## config.mk

```make
export PLATFORM = sky130hd
export DESIGN_NAME = fpasmd_addmul
export DESIGN_NICKNAME = d
export VERILOG_FILES = /design/src/rtl/core/fpasmd_pkg.sv /design/src/rtl/core/fpasmd_addmul.sv
export SDC_FILE = /design/constraint.sdc
export NUM_CORES = 2
export LEC_CHECK = 0
export BUFFER_PORTS_ARGS = -buffer_cell sky130_fd_sc_hd__clkbuf_2
export CORE_AREA = 2 2 376 378
export DETAILED_ROUTE_END_ITERATION = 16
export DIE_AREA = 0 0 378 380
export PLACE_DENSITY = 0.45
export RECOVER_POWER = 50
export SYNTH_ARGS = -nofsm -noshare
export SYNTH_HDL_FRONTEND = slang
export SYNTH_SLANG_ARGS = --single-unit
```

## constraint.sdc

```tcl
create_clock -name vclk -period 24.7
set_clock_uncertainty 0.15 [all_clocks]
set_input_delay 2.47 -clock vclk [all_inputs]
set_output_delay 2.47 -clock vclk [all_outputs]
set_load 0.01 [all_outputs]
```

## src/rtl/core/fpasmd_pkg.sv

```systemverilog
// Shared types and constants for the binary32 add/sub/mul/div pipeline.
package fpasmd_pkg;

  typedef enum logic [1:0] {
    OP_ADD = 2'd0,
    OP_SUB = 2'd1,
    OP_MUL = 2'd2,
    OP_DIV = 2'd3
  } op_e;

  localparam logic signed [11:0] BIAS    = 12'sd127;
  localparam logic signed [11:0] EXP_MAX = 12'sd255;

  localparam logic [31:0] QNAN_BITS  = 32'h7FC0_0000;
  localparam logic [31:0] QUIET_BIT  = 32'h0040_0000;
  localparam logic [31:0] INF_BITS   = 32'h7F80_0000;

  // Divider retires two quotient bits per stage, 26 bits in all
  localparam int DIV_STAGES = 13;
  localparam int NUM_STAGES = DIV_STAGES + 5;

  // Per-word pipeline payload
  typedef struct packed {
    op_e                op;
    logic               spec;   // result fixed by special-value rules
    logic [31:0]        res;    // special value, then final result
    logic               sa;
    logic               sb;
    logic               za;
    logic               zb;
    logic [23:0]        ma;
    logic [23:0]        mb;
    logic signed [9:0]  ea;
    logic signed [9:0]  eb;
    logic [5:0]         dsh;    // alignment shift, 32 means all gone
    logic               s;
    logic [47:0]        m;
    logic signed [11:0] e;
    logic [25:0]        rem;
    logic [25:0]        quo;
    logic [5:0]         p;      // leading one position of m
    logic signed [11:0] be;     // biased result exponent
  } st_t;

endpackage

```

## src/rtl/core/fpasmd_addmul.sv

```systemverilog
// Adder swap/align/sum, multiplier array and divider setup.
module fpasmd_addmul (
  input  fpasmd_pkg::st_t prep_i,
  output fpasmd_pkg::st_t prep_o,
  input  fpasmd_pkg::st_t sum_i,
  output fpasmd_pkg::st_t sum_o
);
  import fpasmd_pkg::*;

  logic               is_add, swap;
  logic signed [10:0] d;
  logic [47:0]        prod;

  // Order adder operands, multiply, seed divider
  always_comb begin
    prep_o = prep_i;
    is_add = (prep_i.op == OP_ADD) || (prep_i.op == OP_SUB);
    swap   = is_add && !prep_i.zb &&
             (prep_i.za || (prep_i.eb > prep_i.ea) ||
              ((prep_i.eb == prep_i.ea) && (prep_i.mb > prep_i.ma)));
    if (swap) begin
      prep_o.ma = prep_i.mb;
      prep_o.mb = prep_i.ma;
      prep_o.ea = prep_i.eb;
      prep_o.eb = prep_i.ea;
      prep_o.sa = prep_i.sb;
      prep_o.sb = prep_i.sa;
      prep_o.za = prep_i.zb;
      prep_o.zb = prep_i.za;
    end
    d = 11'(prep_o.ea) - 11'(prep_o.eb);
    prep_o.dsh = (prep_o.zb || (d >= 11'sd32)) ? 6'd32 : 6'(d);
    prod = 48'(prep_i.ma) * 48'(prep_i.mb);
    prep_o.rem = {2'b0, prep_i.ma};
    prep_o.quo = '0;
    case (prep_i.op)
      OP_MUL: begin
        prep_o.m = prod;
        prep_o.e = 12'(prep_i.ea) + 12'(prep_i.eb);
        prep_o.s = prep_i.sa ^ prep_i.sb;
      end
      OP_DIV: begin
        prep_o.e = 12'(prep_i.ea) - 12'(prep_i.eb) - 12'sd25;
        prep_o.s = prep_i.sa ^ prep_i.sb;
      end
      default: begin
        prep_o.e = 12'(prep_o.ea) - 12'sd3;
      end
    endcase
  end

  logic [26:0] x, y, ys, lost;
  logic        sticky;
  logic [27:0] r;

  // Align the smaller operand and add or subtract
  always_comb begin
    sum_o  = sum_i;
    x      = {sum_i.ma, 3'b000};
    y      = {sum_i.mb, 3'b000};
    ys     = sum_i.dsh[5] ? 27'd0 : (y >> sum_i.dsh[4:0]);
    lost   = y & ~({27{1'b1}} << sum_i.dsh[4:0]);
    sticky = sum_i.dsh[5] ? (|y) : (|lost);
    if (sum_i.sa == sum_i.sb) begin
      r = 28'(x) + 28'(ys);
    end else begin
      r = 28'(x) - 28'(ys) - 28'(sticky);
    end
    if ((sum_i.op == OP_ADD) || (sum_i.op == OP_SUB)) begin
      sum_o.m = 48'(r);
      sum_o.s = ((sum_i.sa != sum_i.sb) && (r == 28'd0)) ? 1'b0 : sum_i.sa;
    end
  end

endmodule

```

==> metrics.yaml <==
synth_cell_types: 83
synth_area_sq_mm: 0.0310
cp_num_buf_inv: 7
grt_usage: 0.180
start_util: 0.222
n_fill_cell: 15700
seq_area_sq_um: 0
crit_arrival_ns: 10.92
syn_avg_cell_area_sq_um: 7.79
core_area_sq_mm: 0.139
cts_resized: 0
cp_top_family: "adder cells"
gr-total-overflow: 0
drv_slew: 0
seq_area_frac_synth: 0
grt_pass1_wl_um: 191000
wl_per_cell_um: 22.3
vias: 26900
cts_hold_buf: 0
nClkBuffers: 0
drive_gt1_frac: 0.139
dpl-instance-area_sq_mm: 0.0333
startpoint: "prep_i[194]"
hold_viol: 0
grt_max_degree: 79
via_per_inst: 4.54
worstPathMaxFanout: 25
grt_antenna_before_repair: 11
ant_nets: 0
finalSetupViolCount: 0
routed_wl_um: 132000
seq_cells: 0
port_buffers: 500
path_class: "input pin to output port"
die_h_um: 380
fin_tns_setup_ns: 0
post-cts-setup-buffers: 0
crit_required_ns: 22.08
crit_end: "prep_o[128]"
fin_crit_sh: 0.548
crit_path_max_incr_delay_ns: 0.87
dr.pass1.iters: 5
die_x_um: 378
ios: 976
gp_congestion: 0.909
syn_inst: 3974
drtIter0Drc: 1644
cp.depth: 26
endpoint_kind: "output port"
max_slew_margin: 0.192
cap_violations: 0
final_area_sq_mm: 0.0332
rsz0062_at_grt: "false"
min_path_type: "input pin to output port"
status: "finished clean"
fmax_mhz: 73.9
die_area_sq_mm: 0.144
crit_slowest_cell: "a211oi_1"
hold_ws_ns: 4.79
worst_slew_pin_slew_ns: 1.18
layout.nets: 5364
cpMostUsedCell: "fa_1"
dp_hpwl_um: 109000
period_needed_ns: 13.54
hp-start: "prep_i[11]"
rows: 137
grt_pass1_vias: 26900
drc: 0
critPathLaunchType: "input pin"
area_growth_pct: 7.29
yosys_warnings: 0
-- layout make-up --
type               count  area, sq um  area share
inverters            744         2790      0.0841
diodes                 2         5.00    0.000151
multi-input cells   2771        25400       0.763
repair buffers       535         2710      0.0817
well taps           1876         2350      0.0707
-- cell usage after synthesis (21+ instances only) --
library cell	instances	area share
nand2b_1	21	0.0042
buf_4	301	0.073
xor2_1	25	0.0071
a21o_1	48	0.012
nor3_1	35	0.0057
ha_1	338	0.14
mux2i_1	41	0.013
and2_1	282	0.057
inv_1	741	0.090
nand2_1	509	0.062
nor2_1	129	0.016
fa_1	486	0.31
clkbuf_1	166	0.020
a21oi_1	137	0.022
nand3_1	38	0.0061
xnor2_1	70	0.020
a211oi_1	26	0.0063
o21ai_0	209	0.034
-- worst min-delay path by stage --
| stage | to | slack, ns | cells after the start |
|---|---|---|---|
| floorplan | prep_o[0] | 4.88 | 1 |
| global placement | prep_o[0] | 4.79 | 0 |
| detailed placement | prep_o[0] | 4.79 | 0 |
| CTS | prep_o[0] | 4.79 | 0 |
| global route | prep_o[17] | 4.79 | 0 |
| finish | prep_o[11] | 4.79 | 0 |
-- placed cells by master, fill, tap and decap left out, types with 35 or more instances in the layout --
cell / netlist / final
inv_1: 741 / 741
nand2_1: 509 / 508
fa_1: 486 / 486
clkbuf_2: 1 / 459
ha_1: 338 / 338
and2_1: 282 / 282
o21ai_0: 209 / 208
a21oi_1: 137 / 136
nor2_1: 129 / 128
xnor2_1: 70 / 69
a21o_1: 48 / 47
mux2i_1: 41 / 41
clkbuf_1: 166 / 41
nand3_1: 38 / 38
nor3_1: 35 / 35
buf_4: 301 / 35
-- layer usage --
metal / vias to the layer above / GRT usage / routed length (um)
met2: 1088 / 0.299 / 61400
met4: 6 / 0.0612 / 5810
met3: 130 / 0.0369 / 9520
li1: 12300 / - / -
met5: - / 0.0101 / 225
met1: 13400 / 0.230 / 55300
-- per-stage QoR --
| stage | utilization | setup WS, ns | instances |
|---|---|---|---|
| 4_1_cts | 0.239 | 11.01 | 5926 |
| 5_1_grt | 0.239 | 10.68 | 5926 |
| 3_5_place_dp | 0.239 | 11.06 | 5926 |
| 2_1_floorplan | - | 12.77 | 4001 |
| 6_report | 0.239 | 11.16 | 5928 |
| 3_3_place_gp | 0.239 | 11.00 | 5926 |
-- kinds of logic after synthesis --
kind of cell / share of synthesized area
buf+inv: 0.186
simple gates: 0.179
fa+ha+maj: 0.451
compound gates: 0.123
xor+xnor: 0.0269
mux: 0.0340
other cells: 0.000121
