--- config.mk ---
export PLATFORM = sky130hd
export DESIGN_NAME = fpasmd_unpack
export DESIGN_NICKNAME = d
export VERILOG_FILES = /design/src/rtl/core/fpasmd_pkg.sv /design/src/rtl/core/fpasmd_unpack.sv
export SDC_FILE = /design/constraint.sdc
export NUM_CORES = 1
export LEC_CHECK = 0
export ABC_CLOCK_PERIOD_IN_PS = 4400
export BUFFER_PORTS_ARGS = -buffer_cell sky130_fd_sc_hd__buf_2
export CAP_MARGIN = 10
export CORE_AREA = 4 4 120 122
export DETAILED_ROUTE_END_ITERATION = 10
export DIE_AREA = 0 0 124 126
export PLACE_DENSITY = 0.76
export RECOVER_POWER = 100
export SLEW_MARGIN = 20
export SYNTH_ARGS = -nofsm -noshare
export SYNTH_HDL_FRONTEND = slang
export SYNTH_SLANG_ARGS = --single-unit
--- constraint.sdc ---
create_clock -name vclk -period 4.4
set_input_delay 0.44 -clock vclk [all_inputs]
set_output_delay 0.44 -clock vclk [all_outputs]
set_load 0.05 [all_outputs]
--- src/rtl/core/fpasmd_pkg.sv ---
// Shared types and constants for the binary32 add/sub/mul/div pipeline.
package fpasmd_pkg;

  typedef enum logic [1:0] {
    OP_ADD = 2'd0,
    OP_SUB = 2'd1,
    OP_MUL = 2'd2,
    OP_DIV = 2'd3
  } op_e;

  localparam logic signed [11:0] BIAS    = 12'sd127;
  localparam logic signed [11:0] EXP_MAX = 12'sd255;

  localparam logic [31:0] QNAN_BITS  = 32'h7FC0_0000;
  localparam logic [31:0] QUIET_BIT  = 32'h0040_0000;
  localparam logic [31:0] INF_BITS   = 32'h7F80_0000;

  // Divider retires two quotient bits per stage, 26 bits in all
  localparam int DIV_STAGES = 13;
  localparam int NUM_STAGES = DIV_STAGES + 5;

  // Per-word pipeline payload
  typedef struct packed {
    op_e                op;
    logic               spec;   // result fixed by special-value rules
    logic [31:0]        res;    // special value, then final result
    logic               sa;
    logic               sb;
    logic               za;
    logic               zb;
    logic [23:0]        ma;
    logic [23:0]        mb;
    logic signed [9:0]  ea;
    logic signed [9:0]  eb;
    logic [5:0]         dsh;    // alignment shift, 32 means all gone
    logic               s;
    logic [47:0]        m;
    logic signed [11:0] e;
    logic [25:0]        rem;
    logic [25:0]        quo;
    logic [5:0]         p;      // leading one position of m
    logic signed [11:0] be;     // biased result exponent
  } st_t;

endpackage

--- src/rtl/core/fpasmd_unpack.sv ---
// Operand decode, subnormal normalization and special-value resolution.
module fpasmd_unpack (
  input  fpasmd_pkg::op_e op_i,
  input  logic [31:0]     a_i,
  input  logic [31:0]     b_i,
  output fpasmd_pkg::st_t st_o
);
  import fpasmd_pkg::*;

  typedef struct packed {
    logic              s;
    logic [23:0]       m;
    logic signed [9:0] e;
    logic              z;
    logic              inf;
    logic              nan;
  } opnd_t;

  function automatic opnd_t unpack_op(logic [31:0] x);
    opnd_t      o;
    logic [4:0] p;
    logic [4:0] sh;
    o.s   = x[31];
    o.z   = (x[30:0] == 31'd0);
    o.inf = (x[30:23] == 8'hFF) && (x[22:0] == 23'd0);
    o.nan = (x[30:23] == 8'hFF) && (x[22:0] != 23'd0);
    p     = 5'd0;
    sh    = 5'd0;
    if (x[30:23] == 8'd0) begin
      for (int i = 0; i < 23; i++) begin
        if (x[i]) p = 5'(i);
      end
      sh  = 5'd23 - p;
      o.m = {1'b0, x[22:0]} << sh;
      o.e = -10'sd149 - $signed({5'b0, sh});
    end else begin
      o.m = {1'b1, x[22:0]};
      o.e = $signed({2'b0, x[30:23]}) - 10'sd150;
    end
    return o;
  endfunction

  opnd_t ua, ub;
  logic  sb_eff, s_md;

  // Decode both operands and pick any fixed result
  always_comb begin
    ua     = unpack_op(a_i);
    ub     = unpack_op(b_i);
    sb_eff = ub.s ^ (op_i == OP_SUB);
    s_md   = ua.s ^ ub.s;
    st_o      = '0;
    st_o.op   = op_i;
    st_o.sa   = ua.s;
    st_o.sb   = sb_eff;
    st_o.za   = ua.z;
    st_o.zb   = ub.z;
    st_o.ma   = ua.m;
    st_o.mb   = ub.m;
    st_o.ea   = ua.e;
    st_o.eb   = ub.e;
    if (ua.nan) begin
      st_o.spec = 1'b1;
      st_o.res  = a_i | QUIET_BIT;
    end else if (ub.nan) begin
      st_o.spec = 1'b1;
      st_o.res  = b_i | QUIET_BIT;
    end else begin
      case (op_i)
        OP_ADD, OP_SUB: begin
          if (ua.inf) begin
            st_o.spec = 1'b1;
            st_o.res  = (ub.inf && (ua.s != sb_eff)) ? QNAN_BITS : a_i;
          end else if (ub.inf) begin
            st_o.spec = 1'b1;
            st_o.res  = {sb_eff, b_i[30:0]};
          end
        end
        OP_MUL: begin
          if (ua.inf || ub.inf) begin
            st_o.spec = 1'b1;
            st_o.res  = (ua.z || ub.z) ? QNAN_BITS : {s_md, INF_BITS[30:0]};
          end else if (ua.z || ub.z) begin
            st_o.spec = 1'b1;
            st_o.res  = {s_md, 31'd0};
          end
        end
        OP_DIV: begin
          st_o.spec = 1'b1;
          if (ua.inf) begin
            st_o.res = ub.inf ? QNAN_BITS : {s_md, INF_BITS[30:0]};
          end else if (ub.inf) begin
            st_o.res = {s_md, 31'd0};
          end else if (ub.z) begin
            st_o.res = ua.z ? QNAN_BITS : {s_md, INF_BITS[30:0]};
          end else if (ua.z) begin
            st_o.res = {s_md, 31'd0};
          end else begin
            st_o.spec = 1'b0;
          end
        end
        default: st_o.spec = 1'b0;
      endcase
    end
  end

endmodule

==> out/metrics.yaml <==
rows: 42
place_congestion: 1.05
initial_core_util_pct: 42.1
drc: 0
synth_top_cell_by_area: "buf_4"
fin_crit_sh_pct: 93.4
ant_nets: 0
p_int_mw: 0.176
drtPass1Iterations: 6
gr-usage-all-layers_pct: 27.4
core_area_mm2: 0.0132
dp.cells: 1155
grt_max_degree: 29
die_h_um: 126
leakage_nw: 2.82
cp-end-kind: "output port"
cp-start-kind: "primary input"
nFillCells: 1472
n_clock_buffer: 0
total_power_mw: 0.921
drive_gt1_share_pct: 16.3
synth.most_common_cell: "buf_4"
p_sw_mw: 0.745
ios: 310
timing_hold_violations_final: 0
final-seq-area_um2: 0
insertedDiodeCount: 0
critPathLaunch: "b_i[22]"
crit_end: "st_o[174]"
cts.hold.buffers_added: 0
grt_first_pass_wirelength_mm: 35.0
status: "finished, final reports clean"
arrival_ps: 3670
setup-violations-final: 0
swShare_pct: 80.9
syn_avg_cell_area_um2: 6.43
clkPwrFrac_pct: 0
slew_violations: 0
seqPwrFrac_pct: 0
cts-resized-gates: 0
grt-ovfl-total: 0
cp_max_fo: 17
syn_to_final_growth_pct: 4.31
cap_violations: 0
routed-via-count: 6930
drt_wl_total_mm: 23.2
fmax_mhz: 243
ys_types: 79
die_x_um: 124
grt_pass1_vias: 6330
worstSetupPathType: "in2out"
port_buffers: 173
antenna_found_initial: 0
pwr-share-comb_pct: 100.0
rsz0062_at_grt: "false"
dp_hpwl_mm: 18.4
avgRoutedWirePerCell_um: 20.1
finalNetCount: 1057
peakVddDrop_uv: 89.3
seq_cells: 0
slew_headroom_pct: 33.7
yosysTopAreaCellShare_pct: 20.7
layoutNonFillerInstCount: 1155
power.density_mw_per_mm2: 159
viasPerCell: 6.00
ys_seq_area_share_pct: 0
drt-initial-drc-count: 1055
period_needed_ps: 4110
netlist_area_mm2: 0.00555
ys_top_cells_by_area: "buf_4, mux2i_1, nor2_1, nand2_1, a21oi_1"
worstMarginPinSlew_ps: 995
worstPathRequired_ps: 3960
netlist_top_cells_count: "buf_4, nor2_1, nand2_1"
min_path_type: "in2out"
postCtsSetupRepairBufs: 0
synth_warnings: 0
synth_cells: 863
die_area_mm2: 0.0156
## worst max-delay path, cell delays in order
cell and delay [ps]:
clkbuf_2 250, inv_2 120, a211oi_2 360, and2_0 340
a21o_1 600, mux2i_1 310, mux2i_1 350, a21boi_1 130
o31ai_2 260, clkbuf_1 520
## layer usage
layer	wire (um)	up-vias	GRT usage [%]
met1	8790	3160	36.8
met2	10700	573	43.2
met5	0	-	0
met4	1010	0	11.4
li1	-	3106	-
met3	2720	91	4.35
## cells by family (layout without fill, tap and decap cells)
family | Yosys count | in the layout | share of synthesized area (%)
other cells | 1 | 137 | 0.0676
simple gates | 262 | 262 | 21.6
fa+ha+maj | 10 | 10 | 2.25
mux | 65 | 65 | 11.9
buf+inv | 236 | 216 | 27.5
xor+xnor | 15 | 15 | 2.37
compound gates | 274 | 274 | 34.4
## how the worst min path moves through the flow
stage | from | to | slack, ps | depth (start not counted)
global placement | op_i[0] | st_o[242] | 1200 | 2
finish | a_i[24] | st_o[148] | 1280 | 3
global route | op_i[0] | st_o[242] | 1300 | 2
floorplan | a_i[31] | st_o[208] | 1050 | 1
detailed placement | op_i[0] | st_o[242] | 1200 | 2
CTS | op_i[0] | st_o[242] | 1200 | 2
## area by class of cell
| cell class | instances | area [um^2] | area share, % |
|---|---|---|---|
| well taps | 176 | 220 | 3.80 |
| inverters | 23 | 86.3 | 1.49 |
| multi-input cells | 763 | 4550 | 78.5 |
| repair buffers | 193 | 937 | 16.2 |
## placed cells by master (no fill, tap or decap), types with 18 or more instances in the layout
master    instances
conb_1          137
nor2_1           94
buf_2            88
nand2_1          79
mux2i_1          61
clkbuf_1         59
a21oi_1          54
o21ai_0          40
clkbuf_2         28
a211oi_1         25
inv_1            22
buf_4            18
## per-stage QoR
| step | setup TNS, ps | setup WS [ps] | hold slack [ps] | area (um^2) | utilization, % |
|---|---|---|---|---|---|
| finish | 0 | 289 | 1280 | 5790 | 43.9 |
| global route | 0 | 121 | 1300 | 5790 | 43.9 |
| CTS | 0 | 496 | 1200 | 5900 | 44.7 |
| detailed placement | 0 | 497 | 1200 | 5900 | 44.7 |
| global placement | 0 | 462 | 1200 | 5900 | 44.7 |
| floorplan | -189 | -94.3 | 1050 | 6100 | - |
## power by group through the flow
stage / combinational, mW / sequential [mW] / clock [mW]
detailed placement: 0.908 / 0 / 0
CTS: 0.910 / 0 / 0
global placement: 0.912 / 0 / 0
floorplan: 0.826 / 0 / 0
finish: 0.921 / 0 / 0
global route: 0.966 / 0 / 0
(Power assumes the default switching activity.)
