==> src/rtl/core/fpasmd_pkg.sv <==
// Shared types and constants for the binary32 add/sub/mul/div pipeline.
package fpasmd_pkg;

  typedef enum logic [1:0] {
    OP_ADD = 2'd0,
    OP_SUB = 2'd1,
    OP_MUL = 2'd2,
    OP_DIV = 2'd3
  } op_e;

  localparam logic signed [11:0] BIAS    = 12'sd127;
  localparam logic signed [11:0] EXP_MAX = 12'sd255;

  localparam logic [31:0] QNAN_BITS  = 32'h7FC0_0000;
  localparam logic [31:0] QUIET_BIT  = 32'h0040_0000;
  localparam logic [31:0] INF_BITS   = 32'h7F80_0000;

  // Divider retires two quotient bits per stage, 26 bits in all
  localparam int DIV_STAGES = 13;
  localparam int NUM_STAGES = DIV_STAGES + 5;

  // Per-word pipeline payload
  typedef struct packed {
    op_e                op;
    logic               spec;   // result fixed by special-value rules
    logic [31:0]        res;    // special value, then final result
    logic               sa;
    logic               sb;
    logic               za;
    logic               zb;
    logic [23:0]        ma;
    logic [23:0]        mb;
    logic signed [9:0]  ea;
    logic signed [9:0]  eb;
    logic [5:0]         dsh;    // alignment shift, 32 means all gone
    logic               s;
    logic [47:0]        m;
    logic signed [11:0] e;
    logic [25:0]        rem;
    logic [25:0]        quo;
    logic [5:0]         p;      // leading one position of m
    logic signed [11:0] be;     // biased result exponent
  } st_t;

endpackage

==> src/rtl/core/fpasmd_div_step.sv <==
// One divider stage: two restoring quotient bits.
module fpasmd_div_step (
  input  fpasmd_pkg::st_t st_i,
  output fpasmd_pkg::st_t st_o
);
  import fpasmd_pkg::*;

  logic [25:0] r, q, dv;
  logic        ge;

  // Compare, subtract, shift twice
  always_comb begin
    st_o = st_i;
    r    = st_i.rem;
    q    = st_i.quo;
    dv   = {2'b0, st_i.mb};
    ge   = 1'b0;
    for (int i = 0; i < 2; i++) begin
      ge = (r >= dv);
      if (ge) r = r - dv;
      q = {q[24:0], ge};
      r = {r[24:0], 1'b0};
    end
    st_o.rem = r;
    st_o.quo = q;
  end

endmodule

==> config.mk <==
export PLATFORM = sky130hd
export DESIGN_NAME = fpasmd_div_step
export DESIGN_NICKNAME = d
export VERILOG_FILES = /design/src/rtl/core/fpasmd_pkg.sv /design/src/rtl/core/fpasmd_div_step.sv
export SDC_FILE = /design/constraint.sdc
export NUM_CORES = 1
export LEC_CHECK = 0
export ABC_AREA = 1
export BUFFER_PORTS_ARGS = -buffer_cell sky130_fd_sc_hd__buf_2
export CAP_MARGIN = 10
export CORE_AREA = 2 2 189 191
export DETAILED_ROUTE_END_ITERATION = 7
export DIE_AREA = 0 0 191 193
export SLEW_MARGIN = 20
export SYNTH_ARGS = -nofsm -noshare
export SYNTH_HDL_FRONTEND = slang
export SYNTH_SLANG_ARGS = --single-unit
==> constraint.sdc <==
create_clock -name vclk -period 4.7
set_input_delay 0.47 -clock vclk [all_inputs]
set_output_delay 0.47 -clock vclk [all_outputs]
set_load 0.01 [all_outputs]
==> impl_metrics.json, run 1 <==
{
  "start_util": 0.159,
  "drcViolationCount": 0,
  "setup_viol": 0,
  "routedWlPerCell_microns": 15.6,
  "cpMostUsedCell": "nand2_2",
  "period_needed_ps": 4590,
  "cp.required_ps": 4230,
  "yosys-top-cells-area": "buf_4 (29%), nand2_1 (19%), ha_1 (11%), inv_1 (7.6%), nor2_1 (3.9%)",
  "nClkBuffers": 0,
  "route.antenna.remaining_nets": 0,
  "die_h_microns": 193,
  "tightest_slew_ps": 489,
  "placed_cells": 1404,
  "placementRows": 69,
  "vdd_drop_max_mv": 0.0718,
  "pwr_density_cell_nw_per_um2": 257,
  "period_share": 0.977,
  "die_x_microns": 191,
  "synth_top_cell_area_share": 0.294,
  "first_pass_iters": 4,
  "layout.nets": 1272,
  "fin_util": 0.195,
  "finalHoldViolations": 0,
  "fin_cells": 1441,
  "slowest_delay_ps": 300,
  "yosysSeqAreaShare": 0,
  "antenna_found_initial": 4,
  "cp-end-kind": "output port",
  "pin_count": 488,
  "multi_input_area_sq_um": 3970,
  "hp-class": "in -> out",
  "gp_congestion": 0.938,
  "first_iter_violations": 169,
  "arrival_ps": 4120,
  "rsz0062_at_grt": "yes",
  "dp_hpwl_microns": 18300,
  "grt_usage": 0.104,
  "startpoint_type": "primary input",
  "met3_length_microns": 1800,
  "die_area_sq_um": 36900,
  "power_leakage_uw": 0.00343,
  "overflow": 0,
  "status": "finished clean",
  "whs_ps": 940,
  "wl_met2_microns": 11300,
  "fmax_ghz": 0.218,
  "syn-num-nets": 1251,
  "avgSynthCellArea_sq_um": 5.81,
  "maxCapViolCount": 0,
  "yosysUniqueCellTypes": 38,
  "area_delta_synth_final_pct": 22.3,
  "syn_area_sq_um": 5560,
  "netlist_instances": 957,
  "drt-met1-wl_microns": 7920,
  "yosys.area.top_type": "buf_4",
  "num-fill-cells": 3955,
  "flops_and_latches": 0,
  "cp_max_fo": 6,
  "vias": 5831,
  "io_buffers": 101,
  "yosys_warnings": 0,
  "cts.hold.buffers_added": 0,
  "maxSlewViolCount": 0,
  "top_layer": "met5",
  "drt-vias-per-instance": 4.05,
  "grt_pass1_wl_microns": 29400,
  "grt_pass1_vias": 5485,
  "worst_path_max_delay_cell": "ha_1",
  "wirelength_microns": 22500,
  "max-slew-margin-rel": 0.670,
  "core_sq_um": 35000,
  "grt_start_max_net_pins": 23,
  "critPathKind": "in -> out",
  "layout-drive-gt1-share": 0.402,
  "regArea_sq_um": 0
}
## routing by layer
metal	track usage	vias up
met5	0.00796	-
met4	0.0629	2
met3	0.0319	126
met2	0.190	232
met1	0.104	2640
li1	-	2831
## cell usage after synthesis, types with 2 or more instances
cell type    n
inv_2        2
a21boi_0     2
nand4_1     23
nand3_1     37
nor2_4       2
o21ai_2      9
nand3_2      2
a21oi_2      7
or2_1        2
and2_1       2
nand2_1    284
nor3_1       4
inv_1      112
fa_1         2
nand3_4      3
a21o_1       2
xor2_1      16
nand2_2     14
a21oi_1     39
ha_1        48
nor2_2       5
xnor2_1     17
buf_4      218
nor2_1      58
o21ai_0     19
o21bai_1     7
buf_6        8
o21ai_1      3
## what timing repair did
action                     CTS  global route
setup endpoints to repair   22            26
pin swaps                    2            30
setup buffers                0            23
gates resized for setup      5           136
cloned                       0            10
## cell families after synthesis
| group | synth area share |
|---|---|
| AOI/OAI and AO/OA | 0.103 |
| xor gates and xnor gates | 0.0520 |
| adders and majority gates | 0.115 |
| buffers and inverters | 0.389 |
| other | 0.000674 |
| and+or+nand+nor | 0.340 |
## cell type report
cell class,instances,share of cell area
Antenna cell,4,0.00147
Timing Repair inverter,3,0.00386
Tap cell,461,0.0848
Inverter,115,0.0664
Multi-Input combinational cell,616,0.584
Timing Repair Buffer,242,0.260
## power by group
| group | internal (uW) | switching [uW] | total [uW] |
|---|---|---|---|
| logic | 788 | 961 | 1750 |
| registers | 0 | 0 | 0 |
| clock network | 0.000114 | 0 | 0.000114 |
## worst max-delay path: cells and delay by family
family | cells | cell delay, ps
adder cells (fa/ha/maj) | 2 | 590
buffers and inverters | 8 | 930
AO/OA/AOI/OAI | 3 | 530
AND/OR/NAND/NOR | 14 | 1570
## worst paths after layout
kind              startpoint   endpoint  slack, ps  depth (start not counted)
setup / recovery   st_i[161]   st_o[53]        110                         27
hold / removal     st_i[106]  st_o[106]        940                          0
## layout by cell type, fill, tap and decap left out, types with 4 or more instances in the layout
| master | synthesis | layout |
|---|---|---|
| a21oi_1 | 39 | 29 |
| a21oi_2 | 7 | 16 |
| buf_12 | 0 | 6 |
| buf_2 | 0 | 95 |
| buf_4 | 218 | 129 |
| buf_6 | 8 | 7 |
| clkbuf_16 | 0 | 5 |
| diode_2 | 0 | 4 |
| ha_1 | 48 | 26 |
| ha_4 | 0 | 21 |
| inv_1 | 112 | 100 |
| inv_2 | 2 | 12 |
| nand2_1 | 284 | 257 |
| nand2_2 | 14 | 38 |
| nand3_1 | 37 | 34 |
| nand3_2 | 2 | 5 |
| nand4_1 | 23 | 23 |
| nor2_1 | 58 | 45 |
| nor2_2 | 5 | 13 |
| nor2_4 | 2 | 7 |
| o21ai_0 | 19 | 12 |
| o21ai_1 | 3 | 5 |
| o21ai_2 | 9 | 8 |
| o21ai_4 | 0 | 6 |
| o21bai_1 | 7 | 6 |
| xnor2_1 | 17 | 17 |
| xor2_1 | 16 | 15 |
## metrics by stage
stage / power, uW / cell area, sq um / setup WS (ps) / setup TNS, ps
after floorplan: 1010 / 5560 / 637 / 0
after global placement: 1440 / 5790 / -17.4 / -95.3
after detailed placement: 1450 / 5790 / -91.8 / -1420
after CTS: 1450 / 5800 / 0.375 / 0
after global routing: 1910 / 6790 / -121 / -2130
final: 1750 / 6800 / 110 / 0
(Power assumes the default switching activity.)
==> run 2, diff against run 1 <==
--- a/config.mk
+++ b/config.mk
@@ -11,6 +11,7 @@
 export CORE_AREA = 2 2 189 191
 export DETAILED_ROUTE_END_ITERATION = 7
 export DIE_AREA = 0 0 191 193
+export GPL_TIMING_DRIVEN = 0
 export SLEW_MARGIN = 20
 export SYNTH_ARGS = -nofsm -noshare
 export SYNTH_HDL_FRONTEND = slang
==> impl_metrics.json, run 2 (same netlist as run 1, synthesis figures left out) <==
{
  "status": "finished clean",
  "antenna_found_initial": 3,
  "hp-class": "in -> out",
  "layout-drive-gt1-share": 0.583,
  "critPathKind": "in -> out",
  "wirelength_microns": 24600,
  "placed_cells": 1711,
  "power_leakage_uw": 0.00490,
  "first_iter_violations": 272,
  "route.antenna.remaining_nets": 0,
  "die_area_sq_um": 36900,
  "fin_ws_ps": 111,
  "maxSlewViolCount": 0,
  "switching_share": 0.532,
  "final_common_cell": "buf_2",
  "cp-end-kind": "output port",
  "dp_hpwl_microns": 20700,
  "clkPwrFrac": 0,
  "cpMostUsedCell": "nand2_1",
  "grt_pass1_vias": 6261,
  "grt_pass1_wl_microns": 33300,
  "routedWlPerCell_microns": 13.9,
  "grt_start_max_net_pins": 11,
  "period_needed_ps": 4590,
  "nClkBuffers": 0,
  "area_delta_synth_final_pct": 64.9,
  "start_util": 0.159,
  "period_share": 0.976,
  "power.share.sequential": 0,
  "maxCapViolCount": 0,
  "setup_viol": 0,
  "arrival_ps": 4120,
  "core_sq_um": 35000,
  "p_switching_uw": 1070,
  "finalHoldViolations": 0,
  "die_h_microns": 193,
  "first_pass_iters": 5,
  "layout.nets": 1604,
  "pin_count": 488,
  "whs_ps": 1120,
  "pwr_density_cell_nw_per_um2": 220,
  "placementRows": 69,
  "slowest_delay_ps": 390,
  "drt-vias-per-instance": 4.00,
  "startpoint_type": "primary input",
  "cp.required_ps": 4230,
  "cts.hold.buffers_added": 0,
  "multi_input_area_sq_um": 4250,
  "combPwrFrac": 1.000,
  "p_int_uw": 943,
  "overflow": 0,
  "final_cell_mix": "buf_2 (278), buf_4 (268), nand2_1 (243), inv_1 (93), nand2_2 (47)",
  "worst_path_max_delay_cell": "ha_1",
  "io_buffers": 293,
  "gp_congestion": 0.950,
  "vias": 7082,
  "die_x_microns": 191,
  "fin_cells": 1771,
  "vdd_drop_max_mv": 0.0942,
  "num-fill-cells": 3810,
  "fmax_ghz": 0.218,
  "flops_and_latches": 0,
  "place_ws_ps": -708,
  "drcViolationCount": 0,
  "grt_usage": 0.115,
  "regArea_sq_um": 0,
  "cp_max_fo": 5
}
run 2: area by class of cell:
cell class                      count  share of cell area
Timing Repair inverter              1            0.000956
Inverter                          115              0.0497
Multi-Input combinational cell    616               0.464
Timing Repair Buffer              350               0.229
Antenna cell                        2            0.000546
Tap cell                          461              0.0629
Buffer                            226               0.192
run 2: final timing paths:
check / endpoint / from / slack (ps) / depth (start not counted)
worst max-delay path: st_o[45] / st_i[168] / 110 / 30
worst min-delay path: st_o[223] / st_i[223] / 1120 / 2
run 2: power groups by stage:
stage / Clock (uW) / Sequential (uW) / Combinational, uW
after floorplan: 0 / 0 / 1010
after global placement: 0 / 0 / 1510
after detailed placement: 0 / 0 / 1510
after CTS: 0 / 0 / 1680
after global routing: 0 / 0 / 2190
final: 0.0000569 / 0 / 2010
run 2: per-layer routing:
metal / track usage / wire length, microns
met1: 0.133 / 9410
met2: 0.231 / 12900
met3: 0.00652 / 1370
met4: 0.0268 / 910
met5: 0 / 0
run 2: metrics by stage:
stage / util / power [uW] / TNS, ps / cell area (sq um)
finish: 0.262 / 2010 / 0 / 9170
detailed placement: 0.217 / 1510 / -15630 / 7600
global placement: 0.217 / 1510 / -14420 / 7600
global route: 0.262 / 2190 / -1690 / 9160
floorplan: - / 1010 / 0 / 5560
CTS: 0.236 / 1680 / -7.11 / 8260
run 2: timing repair:
action	4_1_cts	5_1_grt
pin swaps	19	53
endpoints found under the setup margin	26	26
buffers inserted	26	26
resized for setup	83	130
gates cloned	2	4
run 2: worst max-delay path, delay by kind of cell:
kind | cells | cell delay [ps]
fa+ha+maj | 2 | 680
buf+inv | 9 | 1140
simple gates | 16 | 1430
compound gates | 3 | 370
==> run 3, diff against run 2 <==
--- a/config.mk
+++ b/config.mk
@@ -8,9 +8,9 @@
 export ABC_AREA = 1
 export BUFFER_PORTS_ARGS = -buffer_cell sky130_fd_sc_hd__buf_2
 export CAP_MARGIN = 10
-export CORE_AREA = 2 2 189 191
+export CORE_AREA = 2 2 187 189
 export DETAILED_ROUTE_END_ITERATION = 7
-export DIE_AREA = 0 0 191 193
+export DIE_AREA = 0 0 189 191
 export GPL_TIMING_DRIVEN = 0
 export SLEW_MARGIN = 20
 export SYNTH_ARGS = -nofsm -noshare
==> impl_metrics.json, run 3 (same netlist as run 1, synthesis figures left out) <==
{
  "nClkBuffers": 0,
  "first_iter_violations": 167,
  "setup.worst_path.start": "st_i[44]",
  "area_delta_synth_final_pct": 59.9,
  "grt_start_max_net_pins": 11,
  "fin_cells": 1748,
  "period_share": 0.975,
  "fin_util": 0.261,
  "critPathKind": "in -> out",
  "cp-end-kind": "output port",
  "rsz0062_at_grt": "yes",
  "cpMostUsedCell": "nand2_2",
  "hp-class": "in -> out",
  "pin_count": 488,
  "fin_ws_ps": 118,
  "setup_tns_ps": 0,
  "layout-drive-gt1-share": 0.557,
  "overflow": 0,
  "worst_path_max_delay_cell": "fa_2",
  "route.antenna.remaining_nets": 0,
  "maxSlewViolCount": 0,
  "first_pass_iters": 5,
  "gp_congestion": 0.928,
  "drt-vias-per-instance": 3.93,
  "pwr_density_cell_nw_per_um2": 212,
  "drcViolationCount": 0,
  "start_util": 0.163,
  "layout.nets": 1588,
  "power_leakage_uw": 0.00480,
  "dp_hpwl_microns": 21200,
  "die_area_sq_um": 36100,
  "final_cell_mix": "buf_2 (287), nand2_1 (261), buf_4 (254), inv_1 (96), nor2_1 (46)",
  "period_needed_ps": 4580,
  "grt_pass1_wl_microns": 33200,
  "finalHoldViolations": 0,
  "grt_pass1_vias": 6192,
  "die_h_microns": 191,
  "vias": 6862,
  "holdPathStages": 2,
  "fmax_ghz": 0.218,
  "io_buffers": 293,
  "vdd_drop_max_mv": 0.0633,
  "placementRows": 68,
  "slowest_delay_ps": 420,
  "setup_viol": 0,
  "routedWlPerCell_microns": 14.1,
  "whs_ps": 1120,
  "cp.required_ps": 4230,
  "regArea_sq_um": 0,
  "die_x_microns": 189,
  "core_sq_um": 34100,
  "maxCapViolCount": 0,
  "flops_and_latches": 0,
  "min_to": "st_o[91]",
  "placed_cells": 1705,
  "grt_usage": 0.118,
  "hold_start": "st_i[91]",
  "wirelength_microns": 24600,
  "status": "finished clean",
  "startpoint_type": "primary input",
  "place_ws_ps": -704,
  "cp_max_fo": 8,
  "cts.hold.buffers_added": 0,
  "arrival_ps": 4110,
  "final_common_cell": "buf_2",
  "antenna_found_initial": 2
}
-- run 3: cell types whose count changed in the layout (fill, tap and decap cells not counted), moves of 9 or more --
cell	delta
buf_4	-14
buf_2	+9
buf_6	-11
nand2_1	+18
nand2_2	-15
-- run 3: worst max-delay path by stage --
stage,depth (start not counted),endpoint,slack (ps)
after floorplan,24,st_o[60],640
after global placement,27,st_o[64],-720
after detailed placement,27,st_o[64],-700
after CTS,29,st_o[50],4
after global routing,32,st_o[50],-90
final,29,st_o[50],120
-- run 3: repair_timing --
item	in CTS	in global routing
hold endpoints to repair	0	0
gates resized for setup	84	91
gates cloned	1	4
setup buffers	21	16
pin swaps	17	31
setup endpoints to repair	26	26
-- run 3: metrics by stage --
step / instance area (sq um) / power (uW)
2_1_floorplan: 5560 / 1010
5_1_grt: 8890 / 2050
6_report: 8890 / 1890
4_1_cts: 8210 / 1700
3_5_place_dp: 7600 / 1530
3_3_place_gp: 7600 / 1520
-- run 3: cell type report --
class	instances	area, sq um
antenna	1	2.50
fill	3743	25200
multi-input combinational	616	4170
inverter	115	444
buffer	226	1770
timing repair buffer	335	1940
tap	455	569
-- run 3: worst max-delay path, delay by kind of cell --
kind	cells	cell delay, ps
buffers and inverters	9	960
AO/OA/AOI/OAI	3	400
AND/OR/NAND/NOR	14	1450
adder cells (fa/ha/maj)	3	820
-- run 3: power breakdown --
part,internal (uW),total [uW],switching (uW)
clock network,0.0000284,0.0000284,0
registers,0,0,0
logic,858,1890,1030
-- run 3: metal layers --
| layer | share of wire | GRT usage | wire length, microns | vias up |
|---|---|---|---|---|
| met3 | 0.048 | 0.00569 | 1180 | 46 |
| met1 | 0.39 | 0.132 | 9500 | 3053 |
| met4 | 0.041 | 0.0406 | 1010 | 2 |
| met2 | 0.52 | 0.234 | 12900 | 295 |
| li1 | - | - | - | 3466 |
| met5 | 0.00053 | 0 | 13 | - |
