### config.mk
export PLATFORM = sky130hd
export DESIGN_NAME = fpasmd_pack
export DESIGN_NICKNAME = d
export VERILOG_FILES = /design/src/rtl/core/fpasmd_pkg.sv /design/src/rtl/core/fpasmd_pack.sv
export SDC_FILE = /design/constraint.sdc
export NUM_CORES = 1
export LEC_CHECK = 0
export BUFFER_PORTS_ARGS = -buffer_cell sky130_fd_sc_hd__clkbuf_2
export CAP_MARGIN = 20
export CORE_AREA = 2 2 385 387
export DETAILED_ROUTE_END_ITERATION = 16
export DIE_AREA = 0 0 387 389
export SLEW_MARGIN = 20
export SYNTH_ARGS = -nofsm -noshare
export SYNTH_HDL_FRONTEND = slang
export SYNTH_SLANG_ARGS = --single-unit
### constraint.sdc
create_clock -name vclk -period 8.7
set_input_delay 1.74 -clock vclk [all_inputs]
set_output_delay 1.74 -clock vclk [all_outputs]
set_load 0.01 [all_outputs]
### src/rtl/core/fpasmd_pkg.sv
// Shared types and constants for the binary32 add/sub/mul/div pipeline.
package fpasmd_pkg;

  typedef enum logic [1:0] {
    OP_ADD = 2'd0,
    OP_SUB = 2'd1,
    OP_MUL = 2'd2,
    OP_DIV = 2'd3
  } op_e;

  localparam logic signed [11:0] BIAS    = 12'sd127;
  localparam logic signed [11:0] EXP_MAX = 12'sd255;

  localparam logic [31:0] QNAN_BITS  = 32'h7FC0_0000;
  localparam logic [31:0] QUIET_BIT  = 32'h0040_0000;
  localparam logic [31:0] INF_BITS   = 32'h7F80_0000;

  // Divider retires two quotient bits per stage, 26 bits in all
  localparam int DIV_STAGES = 13;
  localparam int NUM_STAGES = DIV_STAGES + 5;

  // Per-word pipeline payload
  typedef struct packed {
    op_e                op;
    logic               spec;   // result fixed by special-value rules
    logic [31:0]        res;    // special value, then final result
    logic               sa;
    logic               sb;
    logic               za;
    logic               zb;
    logic [23:0]        ma;
    logic [23:0]        mb;
    logic signed [9:0]  ea;
    logic signed [9:0]  eb;
    logic [5:0]         dsh;    // alignment shift, 32 means all gone
    logic               s;
    logic [47:0]        m;
    logic signed [11:0] e;
    logic [25:0]        rem;
    logic [25:0]        quo;
    logic [5:0]         p;      // leading one position of m
    logic signed [11:0] be;     // biased result exponent
  } st_t;

endpackage

### src/rtl/core/fpasmd_pack.sv
// Leading-one search, exponent range check and result assembly.
module fpasmd_pack (
  input  fpasmd_pkg::st_t norm_i,
  output fpasmd_pkg::st_t norm_o,
  input  fpasmd_pkg::st_t fin_i,
  output fpasmd_pkg::st_t fin_o
);
  import fpasmd_pkg::*;

  logic [5:0] p;

  // Find the leading one and form the biased exponent
  always_comb begin
    norm_o = norm_i;
    if (norm_i.op == OP_DIV) norm_o.m = 48'(norm_i.quo);
    p = 6'd0;
    for (int i = 0; i < 48; i++) begin
      if (norm_o.m[i]) p = 6'(i);
    end
    norm_o.p  = p;
    norm_o.be = $signed(12'(p)) + norm_i.e + BIAS;
  end

  logic [47:0] sig;

  // Normalize the significand and assemble the word
  always_comb begin
    fin_o = fin_i;
    if (fin_i.p >= 6'd23) begin
      sig = fin_i.m >> (6'(fin_i.p - 6'd23));
    end else begin
      sig = fin_i.m << (6'(6'd23 - fin_i.p));
    end
    if (!fin_i.spec) begin
      if (fin_i.m == 48'd0) begin
        fin_o.res = {fin_i.s, 31'd0};
      end else if (fin_i.be >= EXP_MAX) begin
        fin_o.res = {fin_i.s, INF_BITS[30:0]};
      end else if (fin_i.be <= 12'sd0) begin
        fin_o.res = {fin_i.s, 31'd0};
      end else begin
        fin_o.res = {fin_i.s, fin_i.be[7:0], sig[22:0]};
      end
    end
  end

endmodule

==> flow_metrics.py, run 1 <==
metrics = {
    "global_route": {
        "grt_pass1_vias": 8290,
        "antenna_found_initial": 26,
        "grt_max_degree": 51,
        "gr-total-overflow": 0,
        "grt.total_usage": 0.09837,
        "grt_first_pass_wirelength_um": 96810,
    },
    "sta": {
        "relSlewSlack": 0.3426,
        "drv_slew": 0,
        "max_freq_mhz": 124.0,
        "worst_pin_slew_ns": 0.9813,
        "rsz0062_at_grt": "false",
        "finalSetupViolations": 0,
        "period_needed_ns": 8.062,
        "fin_crit_sh": 0.9266,
        "hold_viol": 0,
        "tns_ns": 0,
    },
    "detailed_routing": {
        "ant_nets": 0,
        "viasPerCell": 2.984,
        "vias": 9131,
        "drc": 0,
        "drtIter0Drc": 918,
        "routed_wl_um": 79010,
        "routedWlPerCell_um": 25.82,
        "drt_first_pass_iters": 6,
    },
    "layout": {
        "seq_cells": 0,
        "area_growth_pct": 17.39,
        "nFillCells": 17310,
        "nets": 1635,
        "drive_gt1_frac": 0.4925,
        "clkbuf_count": 0,
        "ff_latch_area_um2": 0,
        "design_area_um2": 10400,
    },
    "pwr": {
        "cellLeakagePower_nw": 4.010,
        "netSwitchingFraction": 0.6088,
        "combPwrFrac": 1.000,
        "powerDensity_nw_per_um2": 64.26,
        "vdd_drop_max_uv": 45.56,
        "power_frac_clock": 0,
        "intPower_mw": 0.2613,
        "p_sw_mw": 0.4067,
        "seq_power_share": 0,
    },
    "synthesis": {
        "ys_warn_count": 0,
        "synth_area_um2": 8855,
        "synth.distinct_cells": 68,
        "ys_seq_area_frac": 0,
        "syn_avg_cell_area_um2": 7.761,
        "synth_cells": 1141,
        "syn_nets": 1647,
    },
    "run_status": {
        "outcome": "finished, final reports clean",
    },
    "floorplanning": {
        "initial_utilization": 0.06040,
        "io_pins": 976,
        "num_rows": 141,
        "coreArea_um2": 146600,
        "dieArea_um2": 150500,
        "die_h_um": 389,
        "die_w_um": 387,
    },
    "min_path": {
        "hold_path.class": "input port to primary output",
        "hold_depth": 0,
        "worstHoldStart": "fin_i[23]",
        "holdPathEnd": "fin_o[23]",
    },
    "placed_design": {
        "gp_congestion": 0.9490,
        "place_hpwl_um": 71590,
        "io_buffers": 394,
        "placed_area_um2": 10390,
    },
    "cts": {
        "postCtsSetupBuffers": 0,
        "cts_resized": 0,
        "holdBufCountCts": 0,
    },
    "worst_setup_path": {
        "start_kind": "input port",
        "cp_max_fo": 17,
        "worstPathRequired_ns": 6.96,
        "crit_type": "input port to primary output",
        "crit_arrival_ns": 6.32,
        "endpoint_kind": "primary output",
    },
    "flow_run": {
        "drv_cap": 0,
    },
}
## layer usage
metal	vias to the layer above	track usage	wire, um
met1	4274	0.07124	18470
met3	202	0.06959	14100
met4	8	0.03615	3791
met5	-	0.01404	340
met2	935	0.1918	42310
li1	3712	-	-
## layout make-up
cell class / instances / area (um^2) / share of cell area
repair buffers: 435 / 2282 / 0.2195
inverters: 37 / 138.9 / 0.01336
multi-input cells: 655 / 5552 / 0.5341
well taps: 1930 / 2415 / 0.2323
diodes: 3 / 7.507 / 0.0007222
## cell families (layout without fill, tap and decap cells)
group           after synthesis  after routing  synth area share
other cells                   0              3                 0
compound gates              206            206            0.1594
mux                         162            162            0.2781
simple gates                256            256            0.1443
buf+inv                     486            472            0.3791
xor+xnor                     13             13           0.01286
fa+ha+maj                    18             18           0.02628
## worst max path at each step
stage,start,end,cells past startpoint
after global placement,norm_i[242],norm_o[7],22
after global routing,norm_i[242],norm_o[7],22
final,norm_i[242],norm_o[7],22
after CTS,norm_i[242],norm_o[7],22
after detailed placement,norm_i[242],norm_o[7],22
after floorplan,norm_i[242],norm_o[11],17
## through the flow
| step | utilization | power (mW) | instances | hold WS [ns] | setup slack, ns |
|---|---|---|---|---|---|
| floorplan | - | 0.5226 | 1141 | 3.560 | 1.730 |
| global placement | 0.07081 | 0.6733 | 3057 | 3.480 | 0.5040 |
| detailed placement | 0.07085 | 0.6746 | 3057 | 3.480 | 0.5250 |
| CTS | 0.07085 | 0.6778 | 3057 | 3.480 | 0.5001 |
| global route | 0.07089 | 0.7127 | 3059 | 3.480 | 0.2304 |
| finish | 0.07090 | 0.6680 | 3060 | 3.480 | 0.6384 |
## power groups by stage
stage / Combinational [mW] / Clock, mW / Sequential, mW
6_report: 0.668 / 0.0000000476 / 0
4_1_cts: 0.678 / 0 / 0
5_1_grt: 0.713 / 0.0000000311 / 0
3_3_place_gp: 0.673 / 0 / 0
2_1_floorplan: 0.523 / 0 / 0
3_5_place_dp: 0.675 / 0 / 0
## placed cells by master (no fill, tap or decap), types with 5 or more instances in the layout
| master | netlist | layout |
|---|---|---|
| a211o_1 | 8 | 8 |
| a211oi_1 | 19 | 19 |
| a21o_1 | 7 | 7 |
| a21oi_1 | 39 | 39 |
| a222oi_1 | 5 | 5 |
| a22oi_1 | 7 | 7 |
| a32oi_1 | 5 | 5 |
| and2_1 | 22 | 21 |
| buf_4 | 396 | 42 |
| clkbuf_2 | 0 | 393 |
| ha_1 | 17 | 16 |
| inv_1 | 36 | 36 |
| mux2_2 | 32 | 32 |
| mux2i_1 | 66 | 66 |
| mux4_2 | 64 | 64 |
| nand2_1 | 82 | 82 |
| nand2b_1 | 6 | 6 |
| nand3_1 | 13 | 13 |
| nand4_1 | 6 | 6 |
| nor2_1 | 54 | 54 |
| nor2b_1 | 10 | 10 |
| nor3_1 | 13 | 13 |
| nor3b_1 | 6 | 6 |
| nor4_1 | 19 | 18 |
| o211ai_1 | 14 | 14 |
| o21ai_0 | 48 | 48 |
| o31ai_1 | 8 | 7 |
| or2_2 | 6 | 6 |
| or3_1 | 6 | 6 |
| xor2_1 | 5 | 5 |
## synthesized netlist by cell type, drive strengths merged (5+ instances only)
cell	number	area share
mux2	32	0.041
buf	427	0.35
mux4	64	0.16
a222oi	5	0.0057
a32oi	5	0.0049
o211ai	14	0.012
a21oi	40	0.024
inv	36	0.015
ha	17	0.024
mux2i	66	0.075
o21ai	49	0.028
nor2	54	0.023
or3	7	0.0051
nor3b	6	0.0051
and2	22	0.016
or2	6	0.0042
o31ai	8	0.0068
nand3	13	0.0073
xor2	5	0.0049
xnor2	8	0.0079
nand2	82	0.035
nand2b	6	0.0042
a22oi	7	0.0059
nor4	20	0.015
a211oi	19	0.016
nor2b	10	0.0071
nor3	13	0.0073
a211o	10	0.010
a21o	7	0.0059
nand4	6	0.0042
clkbuf	22	0.0093
## worst max-delay path, cell delays in order
cell	delay (ns)
clkbuf_2	0.08
buf_4	0.26
nand2_1	0.25
buf_4	0.27
o31ai_1	0.34
o21ai_0	0.16
a21o_1	0.23
a211oi_1	0.35
a21oi_1	0.13
ha_1	0.29
inv_1	0.04
ha_1	0.20
fa_1	0.45
a21o_1	0.20
a21oi_1	0.23
o21bai_1	0.09
buf_4	0.16
a21oi_1	0.22
buf_4	0.15
xnor2_1	0.17
buf_4	0.17
clkbuf_2	0.12
(Power assumes the default switching activity.)
==> run 2, diff against run 1 <==
==> constraint.sdc (replaced) <==
create_clock -name vclk -period 7.3
set_input_delay 1.46 -clock vclk [all_inputs]
set_output_delay 1.46 -clock vclk [all_outputs]
set_load 0.01 [all_outputs]
==> run 2 against run 1 <==
Compared with the run above:
- setup slack worse by 0.44 ns
- final cell count up 2.0%
- sequential cell count unchanged
- sequential share of layout area stayed put
- worst hold slack worse by 0.56 ns
- clock-buffer cell count unchanged
- global-route usage rose by 0.092 points
- critical path depth up 1
- via count grew 1.2%
- utilization rose by 0.38 points
- first-iteration DRC count is 5.0% lower
- final area increased by 5.4%
- critical endpoint unchanged
- highest routed layer unchanged
==> flow_metrics.py, run 2 (synthesis results as in run 1) <==
metrics = {
    "layout": {
        "drive_gt1_frac": 0.5273,
        "nets": 1697,
        "area_growth_pct": 23.75,
        "ff_latch_area_um2": 0,
        "layout_common_cells": "391 x clkbuf_2, 100 x buf_4, 81 x nand2_1, 66 x mux2i_1, 64 x mux4_2",
        "nFillCells": 17280,
        "mostFrequentLayoutCell": "clkbuf_2",
        "clkbuf_count": 0,
        "seq_cells": 0,
        "design_area_um2": 10960,
    },
    "placed_design": {
        "gp_congestion": 0.9396,
        "placed_area_um2": 10850,
        "place_hpwl_um": 71910,
        "io_buffers": 394,
    },
    "floorplanning": {
        "dieArea_um2": 150500,
        "die_h_um": 389,
        "coreArea_um2": 146600,
        "initial_utilization": 0.06040,
        "num_rows": 141,
        "die_w_um": 387,
        "io_pins": 976,
    },
    "global_route": {
        "grt_first_pass_wirelength_um": 98480,
        "antenna_found_initial": 20,
        "grt_max_degree": 51,
        "gr-total-overflow": 0,
        "grt_pass1_vias": 8778,
        "grt.total_usage": 0.09929,
    },
    "worst_setup_path": {
        "crit_arrival_ns": 5.64,
        "crit_type": "input port to primary output",
        "start_kind": "input port",
        "worstPathRequired_ns": 5.84,
        "cp_max_fo": 10,
        "endpoint_kind": "primary output",
    },
    "detailed_routing": {
        "vias": 9241,
        "viasPerCell": 2.962,
        "drt_first_pass_iters": 5,
        "routed_wl_um": 79450,
        "ant_nets": 0,
        "drtIter0Drc": 872,
        "routedWlPerCell_um": 25.47,
        "drc": 0,
    },
    "sta": {
        "period_needed_ns": 7.097,
        "relSlewSlack": 0.3665,
        "worst_pin_slew_ns": 0.9502,
        "finalSetupViolations": 0,
        "fin_crit_sh": 0.9722,
        "max_freq_mhz": 140.9,
        "drv_slew": 0,
        "hold_viol": 0,
    },
    "cts": {
        "holdBufCountCts": 0,
    },
    "flow_run": {
        "drv_cap": 0,
    },
    "run_status": {
        "outcome": "finished, final reports clean",
    },
    "min_path": {
        "hold_path.class": "input port to primary output",
    },
}
-- run 2: changes by cell type in the layout (fill, tap and decap cells not counted), moves of 2 or more --
cell	change
a21oi_1	-4
a21oi_2	+3
buf_4	+58
buf_6	+2
clkbuf_2	-2
clkbuf_4	+2
diode_2	-2
-- run 2: metal layers --
layer / vias up / wire length (um) / global-route usage
met5: - / 324 / 0.01404
met4: 6 / 3715 / 0.03501
met3: 198 / 13260 / 0.06606
met2: 861 / 42490 / 0.1936
met1: 4343 / 19670 / 0.07500
li1: 3833 / - / -
-- run 2: timing repair --
item	4_1_cts	5_1_grt
pin swaps	0	3
setup endpoints to repair	3	6
gates cloned	0	0
setup buffers	0	1
resized for setup	7	18
-- run 2: per-stage QoR --
stage	hold WS [ns]	utilization	setup TNS [ns]	std cells	setup slack, ns
2_1_floorplan	3.000	-	0	1141	0.8896
3_3_place_gp	2.920	0.07402	-0.5598	3118	-0.2314
3_5_place_dp	2.920	0.07402	-0.5875	3118	-0.2292
4_1_cts	2.920	0.07416	0	3118	0.01002
5_1_grt	2.920	0.07473	-0.01167	3119	-0.01167
6_report	2.920	0.07475	0	3120	0.2031
-- run 2: critical path: stages --
cell	delay, ns
clkbuf_4	0.16
and2_4	0.19
buf_6	0.15
buf_6	0.15
mux2_2	0.23
a21oi_1	0.05
a211o_1	0.32
a2111oi_4	0.30
buf_4	0.16
o31a_1	0.16
ha_1	0.16
inv_1	0.06
ha_1	0.23
fa_1	0.45
a21o_1	0.20
a21oi_2	0.17
o21bai_1	0.08
buf_4	0.17
a21oi_4	0.16
buf_4	0.12
xnor2_1	0.17
buf_4	0.17
clkbuf_2	0.12
-- run 2: worst paths after layout --
check	start	cells past startpoint	slack [ns]	end
setup / recovery	norm_i[242]	23	0.20	norm_o[7]
hold / removal	fin_i[23]	0	2.92	fin_o[23]
-- run 2: cell type report --
type,instances,area [um^2],share of cell area
tap,1930,2415,0.2204
timing repair buffer,497,2780,0.2537
inverter,37,138.9,0.01267
antenna,1,2.502,0.0002284
multi-input combinational,655,5622,0.5130
==> run 3, diff against run 2 <==
--- a/config.mk
+++ b/config.mk
@@ -7,9 +7,9 @@
 export LEC_CHECK = 0
 export BUFFER_PORTS_ARGS = -buffer_cell sky130_fd_sc_hd__clkbuf_2
 export CAP_MARGIN = 20
-export CORE_AREA = 2 2 385 387
+export CORE_AREA = 2 2 378 380
 export DETAILED_ROUTE_END_ITERATION = 16
-export DIE_AREA = 0 0 387 389
+export DIE_AREA = 0 0 380 382
 export SLEW_MARGIN = 20
 export SYNTH_ARGS = -nofsm -noshare
 export SYNTH_HDL_FRONTEND = slang
==> run 3 against run 2 <==
Compared with the run above:
- first-iteration DRC count fell by 13%
- global-route usage fell by 0.31 points
- non-clock buffer count fell by 35
- worst hold slack did not move
- routed wire length fell by 6.2%
- fmax rose by 0.32%
- critical path depth did not move
- clock-buffer cell count did not move
- die area fell by 3.6%
==> flow_metrics.py, run 3 (synthesis results as in run 1) <==
metrics = {
    "run_status": {
        "outcome": "finished, final reports clean",
    },
    "placed_design": {
        "gp_congestion": 0.9558,
        "place_hpwl_um": 67450,
        "io_buffers": 394,
        "preCtsSetupSlack_ns": -0.2090,
    },
    "worst_setup_path": {
        "worstPathRequired_ns": 5.84,
        "slowest_stage": "fa_1",
        "crit_type": "input port to primary output",
        "path_delay_family": "compound AO/OA/AOI/OAI gates",
        "cp_max_fo": 6,
        "endpoint_kind": "primary output",
        "max_stage_delay_ns": 0.48,
        "start_kind": "input port",
        "cp_common_cell": "buf_4",
        "path_cells": "clkbuf_2 > buf_4 > buf_4 > and3_1 > a21oi_2 > inv_1 > o211a_1 > o41a_1 > a211oi_1 > buf_4 > a21oi_1 > ha_1 > inv_1 > ha_2 > fa_1 > a21o_1 > a21oi_1 > o21bai_1 > a21oi_2 > buf_4 > o21ai_0 > o211ai_1 > buf_2",
        "crit_arrival_ns": 5.61,
        "critPathBufInv": 8,
    },
    "pwr": {
        "powerDensity_nw_per_um2": 77.85,
        "combPwrFrac": 1.000,
        "cellLeakagePower_nw": 4.173,
        "power_frac_clock": 0,
        "netSwitchingFraction": 0.6049,
        "intPower_mw": 0.3270,
        "seq_power_share": 0,
        "power_mw": 0.8279,
        "p_sw_mw": 0.5008,
        "vdd_drop_max_uv": 69.78,
    },
    "floorplanning": {
        "dieArea_um2": 145200,
        "die_w_um": 380,
        "num_rows": 138,
        "initial_utilization": 0.06285,
        "io_pins": 976,
        "coreArea_um2": 140900,
        "die_h_um": 382,
    },
    "sta": {
        "worst_pin_slew_ns": 0.8711,
        "hold_ws_ns": 2.920,
        "relSlewSlack": 0.4193,
        "period_needed_ns": 7.075,
        "fin_crit_sh": 0.9691,
        "tns_ns": 0,
        "timing.final.ws_setup_ns": 0.2254,
        "drv_slew": 0,
        "hold_viol": 0,
        "finalSetupViolations": 0,
        "max_freq_mhz": 141.4,
    },
    "layout": {
        "area_growth_pct": 20.09,
        "ff_latch_area_um2": 0,
        "fin_util": 0.07547,
        "seq_cells": 0,
        "nets": 1662,
        "drive_gt1_frac": 0.5087,
        "layout_common_cells": "392 x clkbuf_2, 82 x nand2_1, 66 x mux2i_1, 64 x mux4_2, 63 x buf_4",
        "mostFrequentLayoutCell": "clkbuf_2",
        "clkbuf_count": 0,
    },
    "detailed_routing": {
        "drc": 0,
        "routed.top_layer": "met5",
        "met1_length_um": 19750,
        "dr_wl_met2_um": 40970,
        "viasPerCell": 2.986,
        "drt_first_pass_iters": 6,
        "ant_nets": 0,
        "met3WireLength_um": 11130,
        "routed_wl_um": 74560,
        "routedWlPerCell_um": 24.49,
        "vias": 9093,
        "drtIter0Drc": 761,
    },
    "global_route": {
        "antenna_found_initial": 5,
        "grt_pass1_vias": 8672,
        "grt_max_degree": 51,
        "grt.total_usage": 0.09621,
        "gr-total-overflow": 0,
        "grt_first_pass_wirelength_um": 93090,
    },
    "min_path": {
        "hold_path.class": "input port to primary output",
    },
    "cts": {
        "postCtsSetupBuffers": 0,
    },
    "flow_run": {
        "drv_cap": 0,
    },
}
## run 3: cell count changes in the layout (fill, tap and decap cells not counted), moves of 2 or more
cell	delta
buf_6	-2
buf_12	+5
a21oi_1	+2
buf_4	-37
clkbuf_4	-2
## run 3: repair_timing
action	CTS	global route
pin swaps	0	1
setup endpoints to repair	3	3
resized for setup	3	7
hold buffers	0	0
## run 3: power groups by stage
stage	combinational (mW)	sequential [mW]	clock, mW
finish	0.828	0	0.0000000185
global route	0.885	0	0.0000000184
CTS	0.842	0	0
detailed placement	0.836	0	0
global placement	0.839	0	0
floorplan	0.623	0	0
## run 3: layer usage
metal | up-vias | GRT usage
li1 | 3771 | -
met1 | 4370 | 0.07664
met2 | 783 | 0.1918
met3 | 167 | 0.05748
met4 | 2 | 0.02741
met5 | - | 0.001653
## run 3: area by class of cell
type               count  area [um^2]
fillers            16840       130300
well taps           1890         2365
diodes                 1        2.502
repair buffers       462         2560
multi-input cells    655         5568
inverters             37        138.9
## run 3: through the flow
step	cells	instance area, um^2
after floorplan	1141	8855
after global placement	3044	10600
after detailed placement	3044	10600
after CTS	3044	10600
after global routing	3045	10630
final	3045	10630
## run 3: worst paths after layout
kind	start	end	slack [ns]	cells past startpoint
worst min-delay path	fin_i[137]	fin_o[137]	2.92	0
worst max-delay path	norm_i[243]	norm_o[9]	0.23	23
